===== src/rtl/ffdf_pkg.sv =====
// Shared types, constants and helper functions for the %f decimal formatter.
`timescale 1ns / 1ps
package ffdf_pkg;

  localparam int unsigned MAX_PRECISION = 19;
  localparam int unsigned MAX_WIDTH     = 64;

  localparam logic [7:0] CH_MINUS = 8'h2D;
  localparam logic [7:0] CH_DOT   = 8'h2E;
  localparam logic [7:0] CH_SPACE = 8'h20;
  localparam logic [7:0] CH_ZERO  = 8'd48;

  localparam logic [63:0] SAT_INT = 64'h7FFF_FFFF_FFFF_FFFF;

  // Register indexes on the configuration port
  localparam logic [1:0] REG_PREC  = 2'd0;
  localparam logic [1:0] REG_WIDTH = 2'd1;
  localparam logic [1:0] REG_LJUST = 2'd2;

  typedef enum logic [2:0] {
    ST_IDLE,
    ST_MUL,
    ST_RND,
    ST_SHF,
    ST_FIX,
    ST_BCDI,
    ST_BCDF,
    ST_EMIT
  } state_t;

  // Powers of ten, 10^0 .. 10^19
  function automatic logic [63:0] pow10(input logic [4:0] p);
    logic [63:0] r;
    case (p)
      5'd0:  r = 64'd1;
      5'd1:  r = 64'd10;
      5'd2:  r = 64'd100;
      5'd3:  r = 64'd1000;
      5'd4:  r = 64'd10000;
      5'd5:  r = 64'd100000;
      5'd6:  r = 64'd1000000;
      5'd7:  r = 64'd10000000;
      5'd8:  r = 64'd100000000;
      5'd9:  r = 64'd1000000000;
      5'd10: r = 64'd10000000000;
      5'd11: r = 64'd100000000000;
      5'd12: r = 64'd1000000000000;
      5'd13: r = 64'd10000000000000;
      5'd14: r = 64'd100000000000000;
      5'd15: r = 64'd1000000000000000;
      5'd16: r = 64'd10000000000000000;
      5'd17: r = 64'd100000000000000000;
      5'd18: r = 64'd1000000000000000000;
      5'd19: r = 64'd10000000000000000000;
      default: r = 64'd1;
    endcase
    return r;
  endfunction

  // One double-dabble step: adjust each BCD digit, then shift in one bit
  function automatic logic [79:0] dd_step(input logic [79:0] bcd, input logic bit_in);
    logic [79:0] adj;
    adj = bcd;
    for (int d = 0; d < 20; d++) begin
      if (bcd[d*4 +: 4] >= 4'd5) begin
        adj[d*4 +: 4] = bcd[d*4 +: 4] + 4'd3;
      end
    end
    return {adj[78:0], bit_in};
  endfunction

endpackage


===== src/rtl/float_fixed_decimal_formatter.sv =====
// Top level: binary64 to %f text, one ASCII character per output beat.
//
// Usage: an input beat (in_valid high, in_stall low) carries one binary64
// pattern. The block raises in_stall until that value's whole text has been
// handed to the output register, then takes the next value. Each output beat
// carries one character; out_last_char marks the final one.
// Processing order: the input is decoded and registered when taken, then
// the fraction is multiplied by ten once per precision digit (effective
// precision 0..19), passes the ST_RND, ST_SHF and ST_FIX rounding states,
// then runs double-dabble through one shared BCD step unit (integer part,
// then fraction). Characters then leave at one per cycle unless the receiver stalls.
// Huge, infinity, NaN, integral and very small values skip the fraction steps.
// When the receiver stalls, the current character holds and the emit
// counter waits. Reset returns to idle with precision 6, field width 0 and
// right justification, and drops any pending output.
// Registers (APB): 0 precision_digits, 4 field_width, 8 left_justify.
`timescale 1ns / 1ps
module float_fixed_decimal_formatter (
  input  logic        clk,
  input  logic        rst_n,
  input  logic        in_valid,
  output logic        in_stall,
  input  logic [63:0] in_value_bits,
  output logic        out_valid,
  input  logic        out_stall,
  output logic [7:0]  out_text_char,
  output logic        out_last_char,
  input  logic        psel,
  input  logic        penable,
  input  logic        pwrite,
  input  logic [3:0]  paddr,
  input  logic [31:0] pwdata,
  output logic [31:0] prdata,
  output logic        pready
);

  // Configuration registers
  logic [4:0] prec_r;
  logic [6:0] fwidth_r;
  logic       ljust_r;

  ffdf_pkg::state_t state_r, state_nxt;

  logic [63:0]  ip_r;
  logic [63:0]  fr_r;
  logic [127:0] prod_r;
  logic [6:0]   k_r;
  logic         neg_r;
  logic [79:0]  ibcd_r;
  logic [79:0]  fbcd_r;
  logic [5:0]   cnt_r;
  logic [4:0]   mcnt_r;
  logic [6:0]   i_r;

  logic       out_valid_r;
  logic [7:0] out_char_r;
  logic       out_last_r;

  // Saturated settings
  logic [4:0] p_eff;
  logic [6:0] w_eff;
  assign p_eff = (prec_r > 5'(ffdf_pkg::MAX_PRECISION)) ? 5'(ffdf_pkg::MAX_PRECISION) : prec_r;
  assign w_eff = (fwidth_r > 7'(ffdf_pkg::MAX_WIDTH)) ? 7'(ffdf_pkg::MAX_WIDTH) : fwidth_r;

  // APB port
  logic cfg_wr;
  assign pready = 1'b1;
  assign cfg_wr = psel & penable & pwrite;

  always_comb begin
    case (paddr[3:2])
      ffdf_pkg::REG_PREC:  prdata = {27'd0, prec_r};
      ffdf_pkg::REG_WIDTH: prdata = {25'd0, fwidth_r};
      ffdf_pkg::REG_LJUST: prdata = {31'd0, ljust_r};
      default:             prdata = 32'd0;
    endcase
  end

  always_ff @(posedge clk) begin
    if (!rst_n) begin
      prec_r   <= 5'd6;
      fwidth_r <= 7'd0;
      ljust_r  <= 1'b0;
    end else if (cfg_wr) begin
      case (paddr[3:2])
        ffdf_pkg::REG_PREC:  prec_r   <= pwdata[4:0];
        ffdf_pkg::REG_WIDTH: fwidth_r <= pwdata[6:0];
        ffdf_pkg::REG_LJUST: ljust_r  <= pwdata[0];
        default: ;
      endcase
    end
  end

  // Input decode
  logic [10:0]  ex;
  logic [10:0]  exe;
  logic [52:0]  mant;
  logic         dec_sat;
  logic         dec_int;
  logic [10:0]  dec_k;
  logic [63:0]  dec_ip;
  logic [52:0]  dec_fm;
  logic         dec_frac;

  always_comb begin
    ex   = in_value_bits[62:52];
    exe  = (ex == 11'd0) ? 11'd1 : ex;
    mant = {(ex != 11'd0), in_value_bits[51:0]};
    dec_sat = (ex == 11'h7FF) || (exe >= 11'd1086);
    dec_int = (exe >= 11'd1075);
    dec_k   = 11'd1075 - exe;
    dec_fm  = mant;
    dec_ip  = 64'd0;
    if (dec_sat) begin
      dec_ip = ffdf_pkg::SAT_INT;
    end else if (dec_int) begin
      dec_ip = {11'd0, mant} << (exe - 11'd1075);
    end else if (dec_k < 11'd64) begin
      dec_ip = {11'd0, mant} >> dec_k[5:0];
      dec_fm = mant & ~(53'h1F_FFFF_FFFF_FFFF << dec_k[5:0]);
    end
    dec_frac = !dec_sat && !dec_int && (dec_k < 11'd118);
  end

  // Text geometry
  logic [4:0] nd;
  logic [6:0] txt_n;
  logic [6:0] total;
  logic [6:0] pad;

  always_comb begin
    nd = 5'd1;
    for (int d = 1; d < 20; d++) begin
      if (ibcd_r[d*4 +: 4] != 4'd0) begin
        nd = 5'(d + 1);
      end
    end
    txt_n = 7'(neg_r) + 7'(nd) + ((p_eff != 5'd0) ? 7'(p_eff) + 7'd1 : 7'd0);
    total = (w_eff > txt_n) ? w_eff : txt_n;
    pad   = total - txt_n;
  end

  // Character select for position i_r
  logic [6:0] pos;
  logic [6:0] pos2;
  logic       in_txt;
  logic [4:0] didx;
  logic [7:0] cur_char;

  always_comb begin
    pos    = ljust_r ? i_r : (i_r - pad);
    in_txt = ljust_r ? (i_r < txt_n) : (i_r >= pad);
    pos2   = pos - 7'(neg_r);
    didx   = 5'd0;
    if (!in_txt) begin
      cur_char = ffdf_pkg::CH_SPACE;
    end else if (neg_r && pos == 7'd0) begin
      cur_char = ffdf_pkg::CH_MINUS;
    end else if (pos2 < 7'(nd)) begin
      didx     = 5'(7'(nd) - 7'd1 - pos2);
      cur_char = ffdf_pkg::CH_ZERO + {4'd0, ibcd_r[didx*4 +: 4]};
    end else if (pos2 == 7'(nd)) begin
      cur_char = ffdf_pkg::CH_DOT;
    end else begin
      didx     = 5'(7'(p_eff) + 7'(nd) - pos2);
      cur_char = ffdf_pkg::CH_ZERO + {4'd0, fbcd_r[didx*4 +: 4]};
    end
  end

  // Sequencer outputs
  logic emit_go;
  logic emit_end;
  logic [63:0] pw;
  logic        fix_over;

  always_comb begin
    in_stall = (state_r != ffdf_pkg::ST_IDLE);
    emit_go  = (state_r == ffdf_pkg::ST_EMIT) && (!out_valid_r || !out_stall);
    emit_end = emit_go && (i_r + 7'd1 == total);
    pw       = ffdf_pkg::pow10(p_eff);
    fix_over = (fr_r >= pw);
  end

  // Next state
  always_comb begin
    state_nxt = state_r;
    case (state_r)
      ffdf_pkg::ST_IDLE: begin
        if (in_valid) begin
          if (!dec_frac) begin
            state_nxt = ffdf_pkg::ST_BCDI;
          end else if (p_eff != 5'd0) begin
            state_nxt = ffdf_pkg::ST_MUL;
          end else begin
            state_nxt = ffdf_pkg::ST_RND;
          end
        end
      end
      ffdf_pkg::ST_MUL: begin
        if (mcnt_r + 5'd1 == p_eff) state_nxt = ffdf_pkg::ST_RND;
      end
      ffdf_pkg::ST_RND:  state_nxt = ffdf_pkg::ST_SHF;
      ffdf_pkg::ST_SHF:  state_nxt = ffdf_pkg::ST_FIX;
      ffdf_pkg::ST_FIX:  state_nxt = ffdf_pkg::ST_BCDI;
      ffdf_pkg::ST_BCDI: begin
        if (cnt_r == 6'd63) state_nxt = ffdf_pkg::ST_BCDF;
      end
      ffdf_pkg::ST_BCDF: begin
        if (cnt_r == 6'd63) state_nxt = ffdf_pkg::ST_EMIT;
      end
      ffdf_pkg::ST_EMIT: begin
        if (emit_end) state_nxt = ffdf_pkg::ST_IDLE;
      end
      default: state_nxt = ffdf_pkg::ST_IDLE;
    endcase
  end

  // Shared BCD step unit
  logic [79:0] dd_out;
  assign dd_out = ffdf_pkg::dd_step((state_r == ffdf_pkg::ST_BCDI) ? ibcd_r : fbcd_r,
                                    (state_r == ffdf_pkg::ST_BCDI) ? ip_r[63] : fr_r[63]);

  // Control registers
  always_ff @(posedge clk) begin
    if (!rst_n) begin
      state_r     <= ffdf_pkg::ST_IDLE;
      out_valid_r <= 1'b0;
    end else begin
      state_r <= state_nxt;
      if (emit_go) begin
        out_valid_r <= 1'b1;
      end else if (!out_stall) begin
        out_valid_r <= 1'b0;
      end
    end
  end

  // Datapath
  always_ff @(posedge clk) begin
    case (state_r)
      ffdf_pkg::ST_IDLE: begin
        neg_r     <= in_value_bits[63];
        ip_r      <= dec_ip;
        prod_r    <= {75'd0, dec_fm};
        k_r       <= dec_k[6:0];
        fr_r      <= 64'd0;
        ibcd_r    <= 80'd0;
        fbcd_r    <= 80'd0;
        mcnt_r    <= 5'd0;
        cnt_r     <= 6'd0;
        i_r       <= 7'd0;
      end
      ffdf_pkg::ST_MUL: begin
        prod_r <= (prod_r << 3) + (prod_r << 1);
        mcnt_r <= mcnt_r + 5'd1;
      end
      ffdf_pkg::ST_RND: begin
        prod_r <= prod_r + (128'd1 << (k_r - 7'd1));
      end
      ffdf_pkg::ST_SHF: begin
        fr_r <= 64'(prod_r >> k_r);
      end
      ffdf_pkg::ST_FIX: begin
        if (fix_over) begin
          fr_r <= fr_r - pw;
          ip_r <= ip_r + 64'd1;
        end
      end
      ffdf_pkg::ST_BCDI: begin
        ibcd_r <= dd_out;
        ip_r   <= {ip_r[62:0], 1'b0};
        cnt_r  <= cnt_r + 6'd1;
      end
      ffdf_pkg::ST_BCDF: begin
        fbcd_r <= dd_out;
        fr_r   <= {fr_r[62:0], 1'b0};
        cnt_r  <= cnt_r + 6'd1;
      end
      ffdf_pkg::ST_EMIT: begin
        if (emit_go) begin
          out_char_r <= cur_char;
          out_last_r <= emit_end;
          i_r        <= i_r + 7'd1;
        end
      end
      default: ;
    endcase
  end

  assign out_valid     = out_valid_r;
  assign out_text_char = out_char_r;
  assign out_last_char = out_last_r;

  // Checks
  a_busy_stalls: assert property (@(posedge clk) disable iff (!rst_n)
    (state_r != ffdf_pkg::ST_IDLE) |-> in_stall)
    else $error("input taken while busy");

  a_out_hold: assert property (@(posedge clk) disable iff (!rst_n)
    (out_valid && out_stall) |=>
      (out_valid && $stable(out_text_char) && $stable(out_last_char)))
    else $error("stalled beat changed");

  a_emit_bound: assert property (@(posedge clk) disable iff (!rst_n)
    (state_r == ffdf_pkg::ST_EMIT) |-> (i_r < total))
    else $error("emit index beyond text");

  a_accept_busy: assert property (@(posedge clk) disable iff (!rst_n)
    (in_valid && !in_stall) |=> (state_r != ffdf_pkg::ST_IDLE))
    else $error("accepted value not started");

endmodule


===== config.mk =====
export PLATFORM = sky130hd
export DESIGN_NAME = float_fixed_decimal_formatter
export DESIGN_NICKNAME = d
export VERILOG_FILES = /design/src/rtl/ffdf_pkg.sv /design/src/rtl/float_fixed_decimal_formatter.sv
export SDC_FILE = /design/constraint.sdc
export NUM_CORES = 2
export LEC_CHECK = 0
export BUFFER_PORTS_ARGS = -buffer_cell sky130_fd_sc_hd__buf_2
export CAP_MARGIN = 10
export CORE_MARGIN = 4
export CORE_UTILIZATION = 40
export DETAILED_ROUTE_END_ITERATION = 6
export PLACE_DENSITY = 0.61
export SYNTH_ARGS = -nofsm -noshare
export SYNTH_HDL_FRONTEND = slang
export SYNTH_SLANG_ARGS = --single-unit

===== constraint.sdc =====
create_clock -name clk -period 12.7 [get_ports clk]
set_input_delay 0.635 -clock clk [delete_from_list [all_inputs] [get_ports clk]]
set_output_delay 0.635 -clock clk [all_outputs]
set_load 0.1 [all_outputs]

Word level (Yosys, flattened, before mapping) --
Memories as Yosys holds them, arrays and structs flattened. Index checks and enable logic that the tools add are counted. W data, S select, Z words.
Operators by class: reductions and logical operators 55, bitwise gates (word level) 5, muxes and demuxes 79, $lt $le $gt $ge 31, shift operators 7, add/sub/neg operators 42, equal/unequal tests 22
Operators with widths (count):
- $pmux W128 S3 | 1
- $mux W64 | 5
- $pmux W80 S2 | 2
- $add A128 B128 Y128 | 2
- $pmux W64 S4 | 1
- $pmux W64 S3 | 1
- $shiftx A80 B8 Y4 | 2
- $mux W53 | 3
- $shl A1 B7 Y128 const A | 1
- $shr A128 B7 Y64 | 1
- $mux W5 | 19
- $ge A4 B3 Y1 const B | 20
- $mux W4 | 20
- $mux W80 | 1
- $reduce_bool A4 Y1 | 20
- $add A4 B2 Y4 const B | 19
- $add A64 B1 Y64 const B | 1
- $ge A64 B64 Y1 | 1
- $shl A53 B11 Y64 | 1
- $shr A53 B6 Y64 | 1
- $sub A64 B64 Y64 | 1
- $and A53 B53 Y53 | 1
- $not A53 Y53 | 1
- $shl A53 B6 Y53 const A | 1
- other kinds (63) | 115
Word-level totals: memory bits (read-only) 1888, bits of input ports 107, memories 1, flip-flop bits (word level) 467, word-level logic and storage cells 260
Memory list:
- (no name shown) | words 32, bits a word 59, read ports 1, clocked after Yosys merged registers in 0, write ports 0, RTL line ffdf_pkg.sv:34 | case (p)

Logic depth before layout (Yosys ltp) --
depth in word-level cells 34, gate-level depth with buffers 47, depth with buffers taken out 46

Worst setup path after synthesis --
OpenSTA, ideal clock, no wires.
kind reg-to-reg, start reg prec_r[4], end reg out_char_r[2] (netlist: out_text_char[2]) (data pin), data arrival time 9743 ps, required time 12429 ps, path buffers 5, library setup time 271 ps, setup slack 2686 ps, cell stages (with the launch flop) 37, cell sequence dfxtp_1 clkbuf_1 o21ai_0 nor2b_1 ha_1 inv_1 nor4_1 nor2_1 fa_1 a21o_1 a21oi_1 xnor2_1 ha_1 or4b_1 o311a_1 a221oi_2 o21ai_2 o32ai_2 buf_6 mux2i_1 ha_1 inv_1 ha_1 mux2_2 ha_1 ha_1 buf_1 clkbuf_1 inv_1 ha_1 clkbuf_1 mux4_2 mux4_2 nor2_1 a21oi_1 o31ai_1 a21oi_1
Between the ends: cells in the longest elaborated chain, start to end 17, elaborated cells on any way between the ends 29, classes of those cells 10 x add/sub; 5 x order compare; 1 x eq/ne; 2 x shift; 8 x mux; 3 x reduce/logical
Ends and longest elaborated chain:
- start: declaration | RTL line float_fixed_decimal_formatter.sv:38 | logic [4:0] prec_r;
- start signal: assignment | RTL line float_fixed_decimal_formatter.sv:86 | ffdf_pkg::REG_PREC: prec_r <= pwdata[4:0];
- $gt A5 B5 Y1 | RTL line float_fixed_decimal_formatter.sv:62 | assign p_eff = (prec_r > 5'(ffdf_pkg::MAX_PRECISION)) ? 5'(ffdf_pkg::MAX_PRECISION) : prec_r;
- $mux W5 * | RTL line float_fixed_decimal_formatter.sv:62
- $add A5 B1 Y6 or $reduce_bool A5 Y1 (tied branches) | RTL line float_fixed_decimal_formatter.sv:138 | txt_n = 7'(neg_r) + 7'(nd) + ((p_eff != 5'd0) ? 7'(p_eff) + 7'd1 : 7'd0);
- $mux W6 | RTL line float_fixed_decimal_formatter.sv:138
- $add A6 B6 Y7 | RTL line float_fixed_decimal_formatter.sv:138
- $gt A7 B7 Y1 | RTL line float_fixed_decimal_formatter.sv:139 | total = (w_eff > txt_n) ? w_eff : txt_n;
- $mux W7 | RTL line float_fixed_decimal_formatter.sv:139
- $sub A7 B7 Y7 | RTL line float_fixed_decimal_formatter.sv:140 | pad = total - txt_n;
- $sub A7 B7 Y7 | RTL line float_fixed_decimal_formatter.sv:151 | pos = ljust_r ? i_r : (i_r - pad);
- $mux W7 | RTL line float_fixed_decimal_formatter.sv:151
- $sub A7 B1 Y7 | RTL line float_fixed_decimal_formatter.sv:153 | pos2 = pos - 7'(neg_r);
- $sub A5 B5 Y5 | RTL line float_fixed_decimal_formatter.sv:165 | didx = 5'(7'(p_eff) + 7'(nd) - pos2);
- $shiftx A80 B8 Y4 | RTL line float_fixed_decimal_formatter.sv:166 | cur_char = ffdf_pkg::CH_ZERO + {4'd0, fbcd_r[didx*4 +: 4]};
- $add A6 B4 Y7 | RTL line float_fixed_decimal_formatter.sv:166
- $mux W7 | RTL line float_fixed_decimal_formatter.sv:162 | end else if (pos2 == 7'(nd)) begin
- $mux W7 | RTL line float_fixed_decimal_formatter.sv:159 | end else if (pos2 < 7'(nd)) begin
- $mux W4 | RTL line float_fixed_decimal_formatter.sv:157 | end else if (neg_r && pos == 7'd0) begin
- end signal: assignment | RTL line float_fixed_decimal_formatter.sv:281 | out_char_r <= cur_char;
- end: declaration | RTL line float_fixed_decimal_formatter.sv:56 | logic [7:0] out_char_r;
Every way passes the cells marked *; elsewhere a longest branch is shown, timed or not. A chain may end at the register's enable or synchronous reset.

Final worst setup path --
start reg prec_r[2], end reg out_char_r[2] (netlist: out_text_char[2]) (data pin)
Same word-level chain as after synthesis.

==> results.md <==
- Routed WL: 257 mm
- Yosys top cell by area: edfxtp_1
- Hold_buf cts: 0
- Area contributors post-synth: edfxtp_1, mux2i_1, ha_1
- Status: finished, violations left
- Total GRT Usage: 30.1%
- Actual slew at the worst max-slew pin: 1.27 ns
- Yosys reg bits: 465
- First-pass GRT wire length: 380 mm
- Worst rel slew slack: 15.5%
- Final hold vios: 0
- Io pins: 151
- Per-cell routed wire length: 26.3 um
- TritonCTS clock tree: built
- Worst-Skew Late Latency: 0.69 ns
- GR Overflow Total: 0
- Final HPWL DP: 200 mm
- Initial core utilization: 40.3%
- CP max FO: 20
- H-tree depth: 2
- Max-cap violations: 0
- Met1 Usage GRT: 43.0%
- Pins Over Slew Limit: 0
- Cts repair resizes: 0
- Die W: 405 um
- Grt peak-use layer: met2
- Die ar.: 164000 um^2
- Cell row count: 145
- CTS buffer count: 58
- FF-to-FF path depth: 34
- Number of flops mapped to enable cells by yosys: 448
- Crit path largest cell delay: 1.17 ns
- Arr. time, crit path: 11.77 ns
- Hold path depth: 1
- Post-route minimum period: 11.37 ns
- DRC: 12
- Clk slew on worst S/H paths: 0.07 ns
- DR pass1 iterations: 7
- Endpoint type of the worst setup path: flop
- M2 GR Usage: 45.6%
- Port Buffers: 94
- DR iter-0 viols: 8111
- Share of the synthesized area in the top cell type: 21.4%
- CP required: 13.11 ns
- Layout cells sized above 1: 7.62%
- Post-synth top flop: edfxtp_1
- CP max stage cell: fa_1
- Fmax: 0.0880 GHz
- Reg area: 13800 um^2
- Routing usage on met3: 5.36%
- Setup violators final: 0
- Avg Cell Area, Syn: 7.94 um^2
- Fillers: 15.9k
- Area growth syn-to-layout: 6.01%
- Core area: 156000 um^2
- Async S/R FF share, synth: 0%
- Final Skew: 0.0426 ns
- Initial antenna violation count: 12
- Post-route ant nets: 0
- Fin crit share: 89.5%
- Path type of the worst setup path: flop to flop
- Hold Path Class: primary input to flop
- Root Driver: clkbuf_16
- Mapped Area: 63000 um^2
- Largest net degree at the start of global routing: 129
- Post-synthesis sequential area ratio: 21.9%
- Warnings, synthesis: 0
- Vias in the first global route: 58.4k
- Cell mode on critical path: fa_1
- Crit start category: flop
- Multi-input gate area: 46400 um^2
- Die height: 405 um
- Final nets: 8195
- Via/cell ratio: 6.45
- Cell count after synthesis: 7934
- Post-CTS Setup Bufs: 0
- Post-synth cell types: 113
- Clock Path Buffers: 3
- Via count: 63.0k
- Setup_tns: 0 ns
- Failing checks: DRC
- Clock sink total: 465
- RSZ-0062 raised after global routing: false
- RD Place Congestion: 1.01
-- through the flow --
step           hold slack (ns)  utilization, %  setup WS, ns  area, um^2  cells
2_1_floorplan            0.497               -          2.69       63100   7963
3_3_place_gp             0.463            41.4          1.57       64800   9657
3_5_place_dp             0.480            41.4          1.41       64800   9657
4_1_cts                  0.117            42.7          1.39       66700   9765
5_1_grt                  0.128            42.7         0.618       66700   9765
6_report                 0.149            42.7          1.33       66800   9768
-- synth_stat cells (132+ instances only) --
master    number
nand4_1      132
mux4_2       161
o22ai_1      138
o21ai_0      337
clkbuf_1     401
o21ai_1      275
xor2_1       153
nand2_1      841
a21oi_1      689
xnor2_1      253
nor2_1       963
nor3_1       159
a21o_1       195
nand3_1      167
edfxtp_1     448
inv_1        186
mux2i_1      560
ha_1         417
-- flip-flops by register name, summed over array words and instances (netlist names), 3 cells and up --
signal,flops
ip_r,64
fbcd_r,80
prod_r,128
i_r,7
fr_r,64
out_text_char,5
k_r,7
ibcd_r,80
mcnt_r,5
cnt_r,6
state_r,3
fwidth_r,7
prec_r,5
-- final timing paths --
| kind | startpoint | end | slack [ns] |
|---|---|---|---|
| max | prec_r[2]$_SDFFE_PN1P_ | out_text_char[2]$_SDFFCE_PP0P_ | 1.33 |
| min | in_value_bits[63] | neg_r$_DFFE_PP_ | 0.15 |
| max reg2reg | prec_r[2]$_SDFFE_PN1P_ | out_text_char[2]$_SDFFCE_PP0P_ | 1.33 |
| min reg2reg | out_valid$_SDFFE_PN0P_ | out_valid$_SDFFE_PN0P_ | 0.48 |
-- layout by cell type (no fill, tap or decap), types with 37 or more instances in the layout --
| cell | instances |
|---|---|
| nand2b_1 | 65 |
| xnor2_1 | 251 |
| edfxtp_1 | 448 |
| a211oi_1 | 55 |
| a22oi_1 | 47 |
| o21bai_1 | 82 |
| and3_1 | 56 |
| mux2i_1 | 560 |
| a31oi_1 | 75 |
| mux4_2 | 161 |
| o221ai_1 | 49 |
| o22ai_1 | 138 |
| o21ai_1 | 274 |
| a21oi_1 | 688 |
| nor4_1 | 37 |
| nand2_1 | 834 |
| inv_1 | 186 |
| o21ai_0 | 337 |
| nor3_1 | 153 |
| ha_1 | 415 |
| nor2b_1 | 85 |
| xor2_1 | 152 |
| a21o_1 | 195 |
| and2_1 | 78 |
| o21a_1 | 62 |
| mux2_2 | 57 |
| buf_4 | 91 |
| nor2_1 | 957 |
| buf_2 | 94 |
| o211ai_1 | 54 |
| clkbuf_16 | 58 |
| a221oi_1 | 43 |
| nand4_1 | 132 |
| nand3_1 | 166 |
-- metal layers --
layer / share of wire (%) / vias to the layer above
li1: - / 29000
met1: 44 / 30500
met2: 43 / 3009
met3: 8.9 / 447
met4: 3.9 / 10
met5: 0.075 / -
-- area by class of cell --
cell class / instances / area share (%)
antenna: 3 / 0.0112
clock buffer: 67 / 2.24
clock inverter: 41 / 0.746
inverter: 199 / 1.13
multi-input combinational: 6746 / 69.5
sequential: 465 / 20.7
tap: 2058 / 3.86
timing repair buffer: 189 / 1.85
-- worst max-delay path: cells and delay by family (launching register included) --
family / cells / cell delay [ns]
adder cells (fa/ha/maj): 9 / 4.33
AO/OA/AOI/OAI: 10 / 2.08
AND/OR/NAND/NOR: 5 / 1.70
multiplexers: 4 / 1.66
buffers and inverters: 5 / 0.80
flip-flops: 1 / 0.30
XOR/XNOR: 1 / 0.20
-- logic make-up (layout without fill, tap and decap cells) --
logic type,after synthesis,in the layout,synth area share [%]
mux,781,781,15.7
buf+inv,752,496,4.87
flops,465,465,21.9
other cells,2,34,0.0119
xor+xnor,407,407,5.68
compound gates,2371,2371,23.5
fa+ha+maj,430,430,8.68
simple gates,2726,2726,19.6
Power is not shown: default switching activity piles up to over one toggle a cycle in this logic, so the estimate is an artifact.
